<file path="src/design/swmv_pkg.sv">
// ----------------------------------------------------------------------------
// swmv_pkg
// Types and fixed widths shared by the sliding window mean and variance block.
// ----------------------------------------------------------------------------
`default_nettype none

package swmv_pkg;

    localparam int SAMPLE_W = 16;
    localparam int VAR_W    = 31;
    localparam int QUO_W    = 31;
    localparam int SQUARE_W = 31;

    // Register stages in the constant divider: partial products, then their sum.
    localparam int DIV_LAT  = 2;

    typedef struct packed {
        logic signed [SAMPLE_W-1:0] angle_sample;
        logic signed [SAMPLE_W-1:0] rate_sample;
    } swmv_in_t;

    typedef struct packed {
        logic signed [SAMPLE_W-1:0] angle_mean;
        logic        [VAR_W-1:0]    angle_variance;
        logic signed [SAMPLE_W-1:0] rate_mean;
        logic        [VAR_W-1:0]    rate_variance;
    } swmv_out_t;

    typedef struct packed {
        logic en;
        logic sum_upd;
        logic sq_upd;
    } swmv_ctrl_t;

endpackage

`default_nettype wire

</file>
<file path="src/design/swmv_ring.sv">
// ----------------------------------------------------------------------------
// swmv_ring
// Sample ring memory: writes the new pair and reads the pair it replaces.
// ----------------------------------------------------------------------------
`default_nettype none

module swmv_ring #(
    parameter int WINDOW = 5
) (
    input  logic               clk,
    input  logic               rst_n,
    input  logic               accept,
    input  swmv_pkg::swmv_in_t sample,
    output swmv_pkg::swmv_in_t cur,
    output swmv_pkg::swmv_in_t old
);

    localparam int SLOT_W = $clog2(WINDOW);

    swmv_pkg::swmv_in_t mem [WINDOW];
    swmv_pkg::swmv_in_t rd_reg;
    swmv_pkg::swmv_in_t cur_reg;

    logic [SLOT_W-1:0] slot_reg;
    logic [SLOT_W-1:0] slot_next;
    logic [WINDOW-1:0] filled_reg;
    logic              old_valid_reg;

    // Entries never written read as zero through the filled bits.
    assign slot_next = (slot_reg == SLOT_W'(WINDOW - 1)) ? '0 : slot_reg + 1'b1;

    always_ff @(posedge clk or negedge rst_n)
    begin
        if (!rst_n)
        begin
            slot_reg      <= '0;
            filled_reg    <= '0;
            old_valid_reg <= 1'b0;
        end
        else if (accept)
        begin
            slot_reg             <= slot_next;
            filled_reg[slot_reg] <= 1'b1;
            old_valid_reg        <= filled_reg[slot_reg];
        end
    end

    always_ff @(posedge clk)
    begin
        if (accept)
        begin
            rd_reg        <= mem[slot_reg];
            mem[slot_reg] <= sample;
            cur_reg       <= sample;
        end
    end

    assign cur = cur_reg;
    assign old = old_valid_reg ? rd_reg : '0;

endmodule

`default_nettype wire

</file>
<file path="config.mk">
export PLATFORM = sky130hd
export DESIGN_NAME = swmv_ring
export DESIGN_NICKNAME = d
export VERILOG_FILES = /design/src/design/swmv_pkg.sv /design/src/design/swmv_ring.sv
export SDC_FILE = /design/constraint.sdc
export NUM_CORES = 1
export LEC_CHECK = 0
export ABC_AREA = 1
export ABC_CLOCK_PERIOD_IN_PS = 4420
export BUFFER_PORTS_ARGS = -buffer_cell sky130_fd_sc_hd__buf_4
export CORE_AREA = 2 2 142 144
export CTS_BUF_LIST = sky130_fd_sc_hd__clkbuf_2 sky130_fd_sc_hd__clkbuf_4 sky130_fd_sc_hd__clkbuf_8
export DETAILED_ROUTE_END_ITERATION = 10
export DIE_AREA = 0 0 144 146
export PLACE_DENSITY_LB_ADDON = 0.15
export RECOVER_POWER = 25
export SLEW_MARGIN = 15
export SYNTH_ARGS = -nofsm -noshare
export SYNTH_HDL_FRONTEND = slang
export SYNTH_SLANG_ARGS = --single-unit
</file>
<file path="constraint.sdc">
create_clock -name clk -period 4.42 [get_ports clk]
set_clock_uncertainty 0.2 [all_clocks]
set_input_delay 0.442 -clock clk [delete_from_list [all_inputs] [get_ports clk]]
set_output_delay 0.442 -clock clk [all_outputs]
set_load 0.02 [all_outputs]
</file>
# ---- Word level (Yosys, flattened, before mapping)
# Memory sizes are Yosys's and may differ from the RTL's. A register that Yosys moved wholly into a read port is not among the register bits.
# Cells that the tools add are included.
dict set report classes {
  bitwise 1
  reduce_logical 1
  n_addsub 1
  magnitude_cmp 2
  n_mux 8
  eq_ne 1
}
# cell count
set op_table {}
lappend op_table {{32-bit 2-to-1 mux} 1}
lappend op_table {{5-bit bitwise OR} 1}
lappend op_table {{3-bit by 4-bit less-than comparator with 1-bit output, second input constant} 1}
lappend op_table {{1-bit 2-to-1 mux} 4}
lappend op_table {{3-bit by 1-bit adder with 3-bit output, second input constant} 1}
lappend op_table {{1-bit binary-select mux with 3-bit select} 1}
lappend op_table {{1-bit demux with 3-bit select} 1}
lappend op_table {{3-bit == test, second input constant} 1}
lappend op_table {{3-bit by 1-bit greater-or-equal comparator with 1-bit output, second input constant} 1}
lappend op_table {{3-bit 2-to-1 mux} 1}
lappend op_table {{1-bit logical AND} 1}
dict set report totals {
  in_bits 35
  wordCells 20
  n_memories 1
  ramBits 160
  output_inout_bits 64
  register_bits 41
}
# memory words word_bits rd rd_clocked_by_memory_dff write_ports line_no
set memory_table {}
lappend memory_table {mem 5 32 1 1 1 swmv_ring.sv:20} ;# swmv_pkg::swmv_in_t mem [WINDOW];

# ---- Longest topological paths before layout
dict set report logic_depth {
  depth_word 5
  ltp_mapped 7
  ltp_nobuf 6
}

# ---- Worst setup path after synthesis
# No wires, ideal clock.
dict set report synth_timing {
  path_kind {input -> register}
  startpoint {in accept}
  endpoint {mem mem[4][0] (netlist name), enable pin}
  cell_stages 3
  path_buffers 1
  t_arrival_ps 2915
  path_slack_ps 843
  setup_time_ps 463
  t_required_ps 3757
  path_cell_list {buf_2 nand2_1 nor3_1}
}
dict set report synth_via {
  elab_chain_cells 2
}
# element line_no
set synth_rtl {}
lappend synth_rtl {{start: declaration} swmv_ring.sv:12} ;# input logic accept,
lappend synth_rtl {{1-bit 2-to-1 mux} swmv_ring.sv:50} ;# if (accept)
lappend synth_rtl {{1-bit 2-to-1 mux (not written as such)} swmv_ring.sv:53} ;# mem[slot_reg] <= sample;
lappend synth_rtl {{end: declaration} swmv_ring.sv:20}
# No other way between the ends.

# ---- Worst setup path in the final report
dict set report layout_timing {
  startpoint {reg slot_reg[2]}
  endpoint {mem mem[1][31] (netlist name), enable pin}
}
# element line_no
set layout_lines {}
lappend layout_lines {{start: declaration} swmv_ring.sv:24} ;# logic [SLOT_W-1:0] slot_reg;
lappend layout_lines {{start signal: assignment} swmv_ring.sv:42} ;# slot_reg <= slot_next;
# No word-level cell before the write port.

==> results.yml <==
worst_setup_path:
  cp_num_buf_inv: 2
  cp_common_cell: "nor2_4"
  crit_path_end_kind: "flop"
  path_class: "flop to flop"
  critPathLaunch: "slot_reg[2]$_DFFE_PN0P_"
  cp_top_family: "simple AND/OR/NAND/NOR gates"
  reg2reg_from: "slot_reg[2]$_DFFE_PN0P_"
  worst_ep_required_time_ps: 4350
  slowest_stage: "nor2_4"
  cpPeakStageDelay_ps: 840
  crit_chain: "nor2_4 > buf_4 > inv_1 > nor2_4"
  cp_max_fo: 39
  start_kind: "flop"
  critPathArrivalTime_ps: 2870
route:
  vias_per_cell: 4.82
  routedWlPerCell_um: 16.6
  wl_um: 17200
  first_pass_iters: 5
  drc_errors: 0
  vias: 4991
  antenna_left: 0
  drt_iter0_drc: 291
power_and_ir_drop:
  irDropWorstVdd_uv: 271
  switching_power_mw: 2.11
  p_clk_frac: 0.271
  p_int_mw: 4.46
  seq_power_share: 0.476
  p_sw_frac: 0.321
  power_frac_comb: 0.253
  leakagePower_nw: 3.94
  power_density_nw_per_um2: 619
finish:
  final_nets: 782
  multi_input_area_um2: 1400
  final_common_cell: "edfxtp_1"
  insertedDiodeCount: 0
  final_cells: 1035
  drive_above_1_share: 0.195
  largest_register_ffs: 160
  nFillCells: 1617
  areaGrowthSynthToFinish_pct: 22.5
  final_cell_mix: "224 x edfxtp_1, 102 x nor2_1, 80 x buf_4"
  seqCellArea_um2: 6960
yosys:
  synth_area_leaders: "edfxtp_1 78%, nor2_1 4.6%, nand2_1 3.2%"
  syn_inst: 597
  synth_area_um2: 8650
  synth-seq-cells: 233
  seq_area_frac_synth: 0.803
  yosysTopAreaCell: "edfxtp_1"
  synth_warnings: 0
  syn_area_per_cell_um2: 14.5
  ys_types: 23
  synth_compound_gate_area_share: 0.0680
  syn-num-nets: 634
  synth_xor_xnor_area_share: 0
  synth-simple-area-share: 0.0869
  synth_mux_area_frac: 0
  synth_fa_ha_area_frac: 0.00289
  netlist.area_leader.share: 0.777
  synth_top_family_by_area: "simple AND/OR/NAND/NOR gates"
place:
  portBuffers: 98
  place_congestion: 0.718
  dpl.hpwl_um: 8640
  dp_cells: 936
outcome:
  status: "completed"
global_route:
  grt_pass1_wl_um: 27600
  grt-ovfl-total: 0
  antenna_found_initial: 0
  grt_max_degree: 72
  grt_util_all_layers: 0.171
  grt_pass1_vias: 5254
floorplanning:
  die_x_um: 144
  ios: 99
  die_h_um: 146
  fp-row-count: 51
  fp.coreArea_um2: 19300
  die-area_um2: 21000
  start_util: 0.447
timing:
  finalCritPeriodShare: 0.666
  tightest_slew_ps: 1070
  slew-limit-headroom: 0.286
  max_freq_ghz: 0.340
  rsz0062_at_grt: "no"
  setup_viol: 0
  hold_violations: 0
  timing.setup.tns_ps: 0
  drv_slew: 0
  finalCriticalPeriod_ps: 2940
cts:
  cts_buffers: 38
  cts_tree: "done"
  cts_root_buffer: "clkbuf_8"
  clk_latency_ps: 520
  clk_pin_slew_worst_paths_ps: 50
  cts_buffer_depth: 3
  clock-sinks: 233
  htreeDepth: 2
worst_hold_path:
  hold_path_startpoint: "accept"
  hp-class: "input port to flop"
flow_run:
  drv_cap: 0
==> worst min-delay path: cells and delay by family <==
family | cells | cell delay, ps
buf+inv | 1 | 120
simple gates | 3 | 260
==> power groups by stage <==
| stage | sequential (mW) | clock (mW) | combinational [mW] |
|---|---|---|---|
| final | 3.12 | 1.78 | 1.66 |
| after global routing | 3.17 | 1.92 | 1.86 |
| after CTS | 3.13 | 1.83 | 1.70 |
| after detailed placement | 3.17 | 0 | 1.67 |
| after global placement | 3.16 | 0 | 1.64 |
| after floorplan | 3.06 | 0 | 1.15 |
==> stage by stage <==
stage | setup WS [ps] | hold slack (ps) | total power, mW | area (um^2) | utilization
2_1_floorplan | 843 | -53.6 | 4.21 | 8650 | -
3_3_place_gp | 1440 | 81.0 | 4.80 | 9610 | 0.497
3_5_place_dp | 1420 | 84.1 | 4.84 | 9610 | 0.497
4_1_cts | 1400 | 69.8 | 6.66 | 10700 | 0.551
5_1_grt | 1210 | 147 | 6.95 | 10600 | 0.548
6_report | 1480 | 147 | 6.56 | 10600 | 0.548
==> cells by family after synthesis <==
| logic type | Yosys count |
|---|---|
| flops | 233 |
| compound gates | 101 |
| fa+ha+maj | 2 |
| buf+inv | 69 |
| simple gates | 192 |
==> synthesized netlist by cell type <==
cell type / count
nand4_1: 2
nand2_4: 1
nor2_1: 106
edfxtp_1: 224
buf_6: 6
a21oi_1: 1
nand2_1: 74
buf_4: 4
o211ai_1: 30
clkbuf_1: 6
o21ai_0: 47
nor2_4: 1
clkbuf_2: 2
inv_2: 1
or2_1: 1
nand3_1: 6
dfrtp_1: 9
o21ai_1: 22
inv_1: 39
ha_1: 2
nor3_1: 1
buf_2: 11
o211ai_2: 1
==> routing by layer <==
metal  routed length (um)  global-route usage
met2                 8550               0.289
met1                 7540               0.221
met5                    0                   0
met3                  856              0.0349
met4                  289              0.0564
==> path summary, 6_finish.rpt <==
check / endpoint / slack [ps] / cells after the start
hold reg to reg: filled_reg[3]$_DFFE_PN0P_ / 270 / 2
setup / recovery: mem[1][31]$_DFFE_PP_ / 1480 / 4
min in group asynchronous: filled_reg[4]$_DFFE_PN0P_ / 240 / 2
hold / removal: slot_reg[2]$_DFFE_PN0P_ / 150 / 4
setup reg to reg: mem[1][31]$_DFFE_PP_ / 1480 / 4
max in group asynchronous: slot_reg[0]$_DFFE_PN0P_ / 3340 / 2
==> repair_timing <==
action / CTS / global route
hold endpoints to repair: 201 / 0
hold buffers: 33 / 0
buffers inserted: 0 / 0
gates resized for setup: 0 / 0
==> cell type report <==
cell class	count	share of cell area
clock inverter	12	0.00732
clock buffer	53	0.0605
sequential	233	0.656
timing repair buffer	137	0.0985
multi-input combinational	295	0.132
inverter	40	0.0142
tap	265	0.0313
Note: power is estimated with default switching activity, not from simulation.
