$ cat src/design/swmv_pkg.sv
// ----------------------------------------------------------------------------
// swmv_pkg
// Types and fixed widths shared by the sliding window mean and variance block.
// ----------------------------------------------------------------------------
`default_nettype none

package swmv_pkg;

    localparam int SAMPLE_W = 16;
    localparam int VAR_W    = 31;
    localparam int QUO_W    = 31;
    localparam int SQUARE_W = 31;

    // Register stages in the constant divider: partial products, then their sum.
    localparam int DIV_LAT  = 2;

    typedef struct packed {
        logic signed [SAMPLE_W-1:0] angle_sample;
        logic signed [SAMPLE_W-1:0] rate_sample;
    } swmv_in_t;

    typedef struct packed {
        logic signed [SAMPLE_W-1:0] angle_mean;
        logic        [VAR_W-1:0]    angle_variance;
        logic signed [SAMPLE_W-1:0] rate_mean;
        logic        [VAR_W-1:0]    rate_variance;
    } swmv_out_t;

    typedef struct packed {
        logic en;
        logic sum_upd;
        logic sq_upd;
    } swmv_ctrl_t;

endpackage

`default_nettype wire

$ cat src/design/swmv_cdiv.sv
// ----------------------------------------------------------------------------
// swmv_cdiv
// Division by a constant through a reciprocal multiplication in two stages.
// ----------------------------------------------------------------------------
`default_nettype none

module swmv_cdiv #(
    parameter int NUM_W   = 37,
    parameter int QUO_W   = 31,
    parameter int DIVISOR = 25
) (
    input  logic             clk,
    input  logic             en,
    input  logic [NUM_W-1:0] num,
    output logic [QUO_W-1:0] quo
);

    localparam int HALF_W = (NUM_W + 2) / 2;
    localparam int SHIFT  = NUM_W + $clog2(DIVISOR);
    localparam int PROD_W = 4 * HALF_W;

    // The rounded-up reciprocal gives the exact floor for every NUM_W-bit numerator.
    localparam logic [2*HALF_W-1:0] RECIP =
        (2*HALF_W)'(((64'd1 << SHIFT) + 64'(DIVISOR - 1)) / 64'(DIVISOR));
    localparam logic [HALF_W-1:0] RECIP_LO = RECIP[HALF_W-1:0];
    localparam logic [HALF_W-1:0] RECIP_HI = RECIP[2*HALF_W-1:HALF_W];

    logic [HALF_W-1:0]   num_lo;
    logic [HALF_W-1:0]   num_hi;
    logic [2*HALF_W-1:0] ll_reg;
    logic [2*HALF_W-1:0] lh_reg;
    logic [2*HALF_W-1:0] hl_reg;
    logic [2*HALF_W-1:0] hh_reg;
    logic [PROD_W-1:0]   prod;
    logic [QUO_W-1:0]    quo_reg;

    assign num_lo = num[HALF_W-1:0];
    assign num_hi = HALF_W'(num >> HALF_W);

    assign prod = PROD_W'(ll_reg)
                + (PROD_W'(lh_reg) << HALF_W)
                + (PROD_W'(hl_reg) << HALF_W)
                + (PROD_W'(hh_reg) << (2 * HALF_W));

    always_ff @(posedge clk)
    begin
        if (en)
        begin
            ll_reg  <= num_lo * RECIP_LO;
            lh_reg  <= num_lo * RECIP_HI;
            hl_reg  <= num_hi * RECIP_LO;
            hh_reg  <= num_hi * RECIP_HI;
            quo_reg <= QUO_W'(prod >> SHIFT);
        end
    end

    assign quo = quo_reg;

endmodule

`default_nettype wire

$ cat src/design/swmv_accum.sv
// ----------------------------------------------------------------------------
// swmv_accum
// Running sum and sum of squares of one signal, with mean and variance.
// ----------------------------------------------------------------------------
`default_nettype none

module swmv_accum #(
    parameter int WINDOW = 5
) (
    input  logic                                 clk,
    input  logic                                 rst_n,
    input  swmv_pkg::swmv_ctrl_t                 ctrl,
    input  logic signed [swmv_pkg::SAMPLE_W-1:0] new_sample,
    input  logic signed [swmv_pkg::SAMPLE_W-1:0] old_sample,
    output logic signed [swmv_pkg::SAMPLE_W-1:0] mean,
    output logic        [swmv_pkg::VAR_W-1:0]    variance
);

    localparam int WIN_W = $clog2(WINDOW);
    localparam int SUM_W = swmv_pkg::SAMPLE_W + WIN_W;
    localparam int SQS_W = swmv_pkg::SQUARE_W + WIN_W;
    localparam int LHS_W = 2 * WIN_W + swmv_pkg::SQUARE_W;
    localparam int QW    = swmv_pkg::QUO_W;

    logic signed [SUM_W-1:0] sum_reg;
    logic signed [SUM_W-1:0] sum_next;
    logic signed [SUM_W-1:0] sum3_reg;
    logic [SQS_W-1:0]        sq_sum_reg;
    logic [swmv_pkg::SQUARE_W-1:0] sq_new_reg;
    logic [swmv_pkg::SQUARE_W-1:0] sq_old_reg;
    logic signed [2*swmv_pkg::SAMPLE_W-1:0] sq_new_full;
    logic signed [2*swmv_pkg::SAMPLE_W-1:0] sq_old_full;

    logic [SUM_W-1:0]   mag3;
    logic [2*SUM_W-1:0] rhs_full;
    logic [LHS_W-1:0]   lhs_reg;
    logic [LHS_W-1:0]   rhs_reg;
    logic [SUM_W-1:0]   mag4_reg;
    logic               neg4_reg;

    logic [LHS_W-1:0]   var_num_reg;
    logic [LHS_W-1:0]   mean_num_reg;
    logic               neg5_reg;
    logic [swmv_pkg::DIV_LAT-1:0] neg_pipe_reg;

    logic [QW-1:0] mean_q;
    logic [QW-1:0] var_q;

    assign sum_next    = sum_reg + SUM_W'(new_sample) - SUM_W'(old_sample);
    assign sq_new_full = new_sample * new_sample;
    assign sq_old_full = old_sample * old_sample;

    always_ff @(posedge clk or negedge rst_n)
    begin
        if (!rst_n)
        begin
            sum_reg    <= '0;
            sq_sum_reg <= '0;
        end
        else if (ctrl.en)
        begin
            if (ctrl.sum_upd)
            begin
                sum_reg <= sum_next;
            end
            if (ctrl.sq_upd)
            begin
                sq_sum_reg <= sq_sum_reg + SQS_W'(sq_new_reg) - SQS_W'(sq_old_reg);
            end
        end
    end

    assign mag3     = sum3_reg[SUM_W-1] ? $unsigned(-sum3_reg) : $unsigned(sum3_reg);
    assign rhs_full = mag3 * mag3;

    always_ff @(posedge clk)
    begin
        if (ctrl.en)
        begin
            sq_new_reg   <= sq_new_full[swmv_pkg::SQUARE_W-1:0];
            sq_old_reg   <= sq_old_full[swmv_pkg::SQUARE_W-1:0];
            sum3_reg     <= sum_reg;
            lhs_reg      <= LHS_W'(sq_sum_reg) * LHS_W'(WINDOW);
            rhs_reg      <= rhs_full[LHS_W-1:0];
            mag4_reg     <= mag3;
            neg4_reg     <= sum3_reg[SUM_W-1];
            var_num_reg  <= (lhs_reg > rhs_reg) ? lhs_reg - rhs_reg : '0;
            mean_num_reg <= LHS_W'(mag4_reg);
            neg5_reg     <= neg4_reg;
            neg_pipe_reg <= {neg_pipe_reg[swmv_pkg::DIV_LAT-2:0], neg5_reg};
        end
    end

    swmv_cdiv #(
        .NUM_W   (LHS_W),
        .QUO_W   (QW),
        .DIVISOR (WINDOW)
    ) u_mean_div (
        .clk (clk),
        .en  (ctrl.en),
        .num (mean_num_reg),
        .quo (mean_q)
    );

    swmv_cdiv #(
        .NUM_W   (LHS_W),
        .QUO_W   (QW),
        .DIVISOR (WINDOW * WINDOW)
    ) u_var_div (
        .clk (clk),
        .en  (ctrl.en),
        .num (var_num_reg),
        .quo (var_q)
    );

    // The mean truncates toward zero, so the magnitude is divided and the sign restored.
    assign mean     = neg_pipe_reg[swmv_pkg::DIV_LAT-1]
                    ? -$signed(mean_q[swmv_pkg::SAMPLE_W-1:0])
                    : $signed(mean_q[swmv_pkg::SAMPLE_W-1:0]);
    assign variance = var_q[swmv_pkg::VAR_W-1:0];

endmodule

`default_nettype wire

$ cat config.mk
export PLATFORM = sky130hd
export DESIGN_NAME = swmv_accum
export DESIGN_NICKNAME = d
export VERILOG_FILES = /design/src/design/swmv_pkg.sv /design/src/design/swmv_cdiv.sv /design/src/design/swmv_accum.sv
export SDC_FILE = /design/constraint.sdc
export NUM_CORES = 2
export LEC_CHECK = 0
export ABC_AREA = 1
export BUFFER_PORTS_ARGS = -buffer_cell sky130_fd_sc_hd__buf_2
export CAP_MARGIN = 20
export CORE_MARGIN = 3
export CORE_UTILIZATION = 65
export CTS_CLUSTER_SIZE = 10
export DETAILED_ROUTE_END_ITERATION = 10
export MAX_ROUTING_LAYER = met4
export PLACE_DENSITY = 0.82
export SYNTH_ARGS = -nofsm -noshare
export SYNTH_HDL_FRONTEND = slang
export SYNTH_SLANG_ARGS = --single-unit
$ cat constraint.sdc
create_clock -name clk -period 15.2 [get_ports clk]
set_input_delay 3.04 -clock clk [delete_from_list [all_inputs] [get_ports clk]]
set_output_delay 3.04 -clock clk [all_outputs]
set_load 0.02 [all_outputs]
[Word-level counts from Yosys, hierarchy flattened]
Index checks and enable logic that the tools add are counted.
Widths: inputs -> output; s select.
Storage, ports and cells
  flip-flop bits (word level): 546
  output and inout port bits: 47
  word-level logic and storage cells: 47
Operators by class
  add/subtract/negate cells: 11
  multipliers: 10
  $lt $le $gt $ge: 1
  multiplexer cells: 2
  reductions and logical operators: 2
Operators by type and width (count)
  $add 73x56->73: 1
  $add 73x73->73: 1
  $mul 19x16->35 const B: 2
  $mul 16x16->31: 2
  $add 37x57->58: 1
  $add 37x56->56: 1
  $gt 37x37->1: 1
  $mul 19x18->37 const B: 1
  $mul 19x19->37: 1
  $mul 34x3->37 const B: 1
  $sub 37x37->37: 1
  $mul 18x18->36 const B: 1
  $mul 19x18->36 const B: 1
  $add 34x31->34: 1
  $sub 34x31->34: 1
  $mul 18x16->32 const B: 1
  $add 19x16->19: 1
  $mux 19: 1
  $neg 19->19: 1
  $sub 19x16->19: 1
  $mux 16: 1
  $neg 16->16: 1
  $reduce_and 2->1: 2

[Depth between registers and ports, before layout]
  word-level depth: 3
  depth in mapped cells: 40
  mapped depth without buffers: 39

[By module]
Synthesis repeated with hierarchy kept, for this count alone.
Unflattened totals
  cells, all modules: 12649
  area, all modules: 102925.0 µm²
By module, submodules not included
  swmv_accum: instances 1, cells an instance 5962, area each 48348.9 µm²
  swmv_cdiv (u_var_div): instances 1, cells an instance 3512, area each 28528.6 µm²
  swmv_cdiv (u_mean_div): instances 1, cells an instance 3175, area each 26047.5 µm²

[Worst setup path after synthesis]
OpenSTA, ideal clock, no wires.
  kind: input to register
  from: input old_sample[4] in the netlist's numbering
  to: register sq_old_reg[29] in the netlist's numbering (data pin)
  setup time: 253 ps
  data arrival time: 8347 ps
  path slack: 6600 ps
  stages: 20
  buffers on the path: 2
  cells stage by stage: clkbuf_1 -> clkbuf_1 -> nand2_1 -> inv_1 -> fa_1 -> fa_1 -> inv_1 -> fa_1 -> inv_1 -> fa_1 -> fa_1 -> fa_1 -> ha_1 -> nand2_1 -> nor2_1 -> inv_1 -> nor4_1 -> o21ai_0 -> nand4_1 -> nand2_1
Between the ends
  longest elaborated chain between the ends: 1
RTL lines
  from (decl): line swmv_accum.sv:14  | input logic signed [swmv_pkg::SAMPLE_W-1:0] old_sample,
  $mul 16x16->31: line swmv_accum.sv:51  | assign sq_old_full = old_sample * old_sample;
  net sq_old_full, one bit: line swmv_accum.sv:32  | logic signed [2*swmv_pkg::SAMPLE_W-1:0] sq_old_full;
  to (signal assigned): line swmv_accum.sv:81  | sq_old_reg <= sq_old_full[swmv_pkg::SQUARE_W-1:0];
  to (decl): line swmv_accum.sv:30  | logic [swmv_pkg::SQUARE_W-1:0] sq_old_reg;
The timed path passes the listed nets, and every way through them passes these cells.
A chain may end at the register's enable or synchronous reset.

[Final worst setup path]
  from: input old_sample[15] in the netlist's numbering
  to: register sq_old_reg[26] in the netlist's numbering (data pin)
Same word-level chain as after synthesis.

==> metrics.md <==
| Metric | Value |
|---|---|
| Status | `complete, no violations` |
| CP max FO | `28` |
| CTS Buffer Depth | `3` |
| Util after Layout | `69.0%` |
| Most common cell in the synthesized netlist | `inv_1` |
| Worst Path Required | `15.64 ns` |
| Ys async rst share | `10.5%` |
| Max_cap viols | `0` |
| Tightest Pin Transition | `1.16 ns` |
| Top cells by count, synth | `inv_1 (2960), nand2_1 (2169), fa_1 (1288)` |
| Cts repair resizes | `0` |
| Largest net degree at the start of global routing | `163` |
| First-pass GRT wire length | `406000 um` |
| Hold WC Path Type | `reg2reg` |
| Crit Path Category | `in2reg` |
| Setup-failing EPs final | `0` |
| FILL cells | `11200` |
| DR vias/cell | `5.63` |
| Headroom to the max-slew limit | `22.7%` |
| # IOs | `84` |
| CTS tree | `built` |
| CTS root buf | `clkbuf_16` |
| Synthesized area | `89700 um^2` |
| H-tree levels | `3` |
| Pre-antenna DRT Iters | `9` |
| GRT Total Usage | `38.0%` |
| Met1 global-route usage | `45.7%` |
| Inserted Clock Buffers | `68` |
| Fmax | `112 MHz` |
| PortBufs | `83` |
| Largest cells by area after synthesis | `fa_1 (29%), ha_1 (15%), edfxtp_1 (15%)` |
| Most used routing layer | `met2` |
| Sequential Area | `14800 um^2` |
| # Post-CTS Setup Buffers | `0` |
| Worst Setup Slack, final | `6.27 ns` |
| Worst clock skew | `0.0399 ns` |
| Routing usage on met3 | `5.50%` |
| Buf+Inv Stages, Crit Path | `6` |
| GRT met2 Usage | `62.0%` |
| Multi-input gate area | `63200 um^2` |
| Worst-path clk slew | `0.06 ns` |
| Final hold violation count | `0` |
| Core Area | `136000 um^2` |
| Layout Nets | `13500` |
| FP Rows | `135` |
| Gpl congestion | `1.05` |
| Die area | `143000 um^2` |
| Antenna violations before repair | `3` |
| Setup TNS | `0 ns` |
| Crit. End Element | `flop` |
| Critical path's top delay family | `adder cells` |
| Die H | `378 um` |
| Starting Density | `65.8%` |
| WL per Instance | `19.8 um` |
| Remaining Overflow, GRT | `0` |
| Synth top area share | `28.7%` |
| RSZ-0062 raised after global routing | `false` |
| Slowest cell on crit path | `fa_1` |
| Most used DFF post-synth | `edfxtp_1` |
| Crit share post-route | `58.8%` |
| Setup WS pre-CTS | `5.67 ns` |
| DR vias | `72700` |
| Hold_buf cts | `0` |
| Initial DRC Count | `6172` |
| Remaining antenna violation count | `0` |
| CTS sink count | `503` |
| Die Width | `378 um` |
| Layout cells sized above 1 | `2.41%` |
| Critical Path Most Common Cell | `fa_1` |
| Vias in the first global route | `76300` |
| Detail Placement HPWL | `219000 um` |
| DRC | `0` |
| Clock latency on the worst-skew pair | `0.67 ns` |
| Syn Inst Count | `11000` |
| Worst Setup Start Kind | `primary input` |
| Yosys top cell by area | `fa_1` |
| Register area share after synthesis | `16.5%` |
| Yosys reg bits | `503` |
| Area growth from synthesis to final layout | `4.90%` |
| Crit path time final | `8.93 ns` |
| Yosys warning total | `0` |
| Post-synth EDFFs | `450` |
| Mapped Avg Cell Area | `8.14 um^2` |
| Critical path's largest stage delay | `0.56 ns` |
| CP arrival | `9.37 ns` |
| Synth cell types | `57` |
| CP Cell Sequence | `buf_2 > inv_1 > or2_2 > fa_1 > fa_1 > inv_1 > fa_1 > inv_1 > fa_1 > fa_1 > inv_1 > fa_1 > ha_1 > a21oi_1 > inv_1 > a21oi_1 > o21ai_0 > nand2_1 > nand3_1 > xor2_1` |
| Final WL | `256000 um` |
| Slew Limit Fails | `0` |
per-layer routing:
metal / vias to the layer above / routed length (um)
met5: - / 0
met4: 0 / 16500
met3: 780 / 18500
met2: 2905 / 121000
met1: 35100 / 99500
li1: 33800 / -
logic make-up (layout without fill, tap and decap cells):
| group | count (synthesis) | count (layout) | synth area share [%] |
|---|---|---|---|
| other cells | 2 | 16 | 0.00837 |
| flops | 503 | 503 | 16.5 |
| xor+xnor | 326 | 326 | 3.20 |
| compound gates | 1089 | 1089 | 6.65 |
| mux | 1 | 1 | 0.0112 |
| fa+ha+maj | 2379 | 2379 | 44.0 |
| simple gates | 3634 | 3634 | 16.6 |
| buf+inv | 3084 | 3187 | 13.0 |
cell type report:
cell class	count	area share, %
multi-input combinational	7443	67.2
sequential	503	15.8
inverter	2975	11.9
tap	1781	2.37
clock buffer	93	1.96
timing repair buffer	98	0.585
clock inverter	21	0.249
antenna	2	0.00532
cells in the final DEF (no fill, tap or decap), types with 23 or more instances in the layout:
cell type / Yosys / final
a21o_1: 40 / 40
a21oi_1: 538 / 538
a31oi_1: 28 / 28
buf_2: 17 / 82
clkbuf_16: 0 / 70
dfrtp_1: 53 / 53
edfxtp_1: 450 / 450
fa_1: 1288 / 1288
ha_1: 1091 / 1091
inv_1: 2960 / 2960
nand2_1: 2169 / 2169
nand3_1: 373 / 373
nand3b_1: 23 / 23
nand4_1: 113 / 113
nor2_1: 772 / 772
nor3_1: 90 / 90
o21ai_0: 323 / 323
o21bai_1: 70 / 70
xnor2_1: 91 / 91
xor2_1: 234 / 234
final timing paths:
kind                                              from                          to  slack (ns)  cells after the start
worst min-delay path            mag4_reg[11]$_DFFE_PP_  mean_num_reg[11]$_DFFE_PP_        0.41                      0
worst max-delay path                    old_sample[15]    sq_old_reg[26]$_DFFE_PP_        6.27                     20
worst max register to register  sum3_reg[18]$_DFFE_PP_       rhs_reg[33]$_DFFE_PP_        6.86                     23
worst min register to register  mag4_reg[11]$_DFFE_PP_  mean_num_reg[11]$_DFFE_PP_        0.41                      0
max in group asynchronous                        rst_n  sq_sum_reg[15]$_DFFE_PN0P_       12.01                      2
min in group asynchronous                        rst_n     sum_reg[13]$_DFFE_PN0P_        2.55                      2
through the flow:
step                      area [um^2]  instances  hold WS (ns)
after detailed placement        92000      12800         0.405
final                           94100      12900         0.407
after CTS                       94100      12900         0.408
after floorplan                 89800      11000         0.400
after global routing            94100      12900         0.416
after global placement          92000      12800         0.401
Power is not shown: default switching activity piles up to over one toggle a cycle in this logic, so the estimate is an artifact.
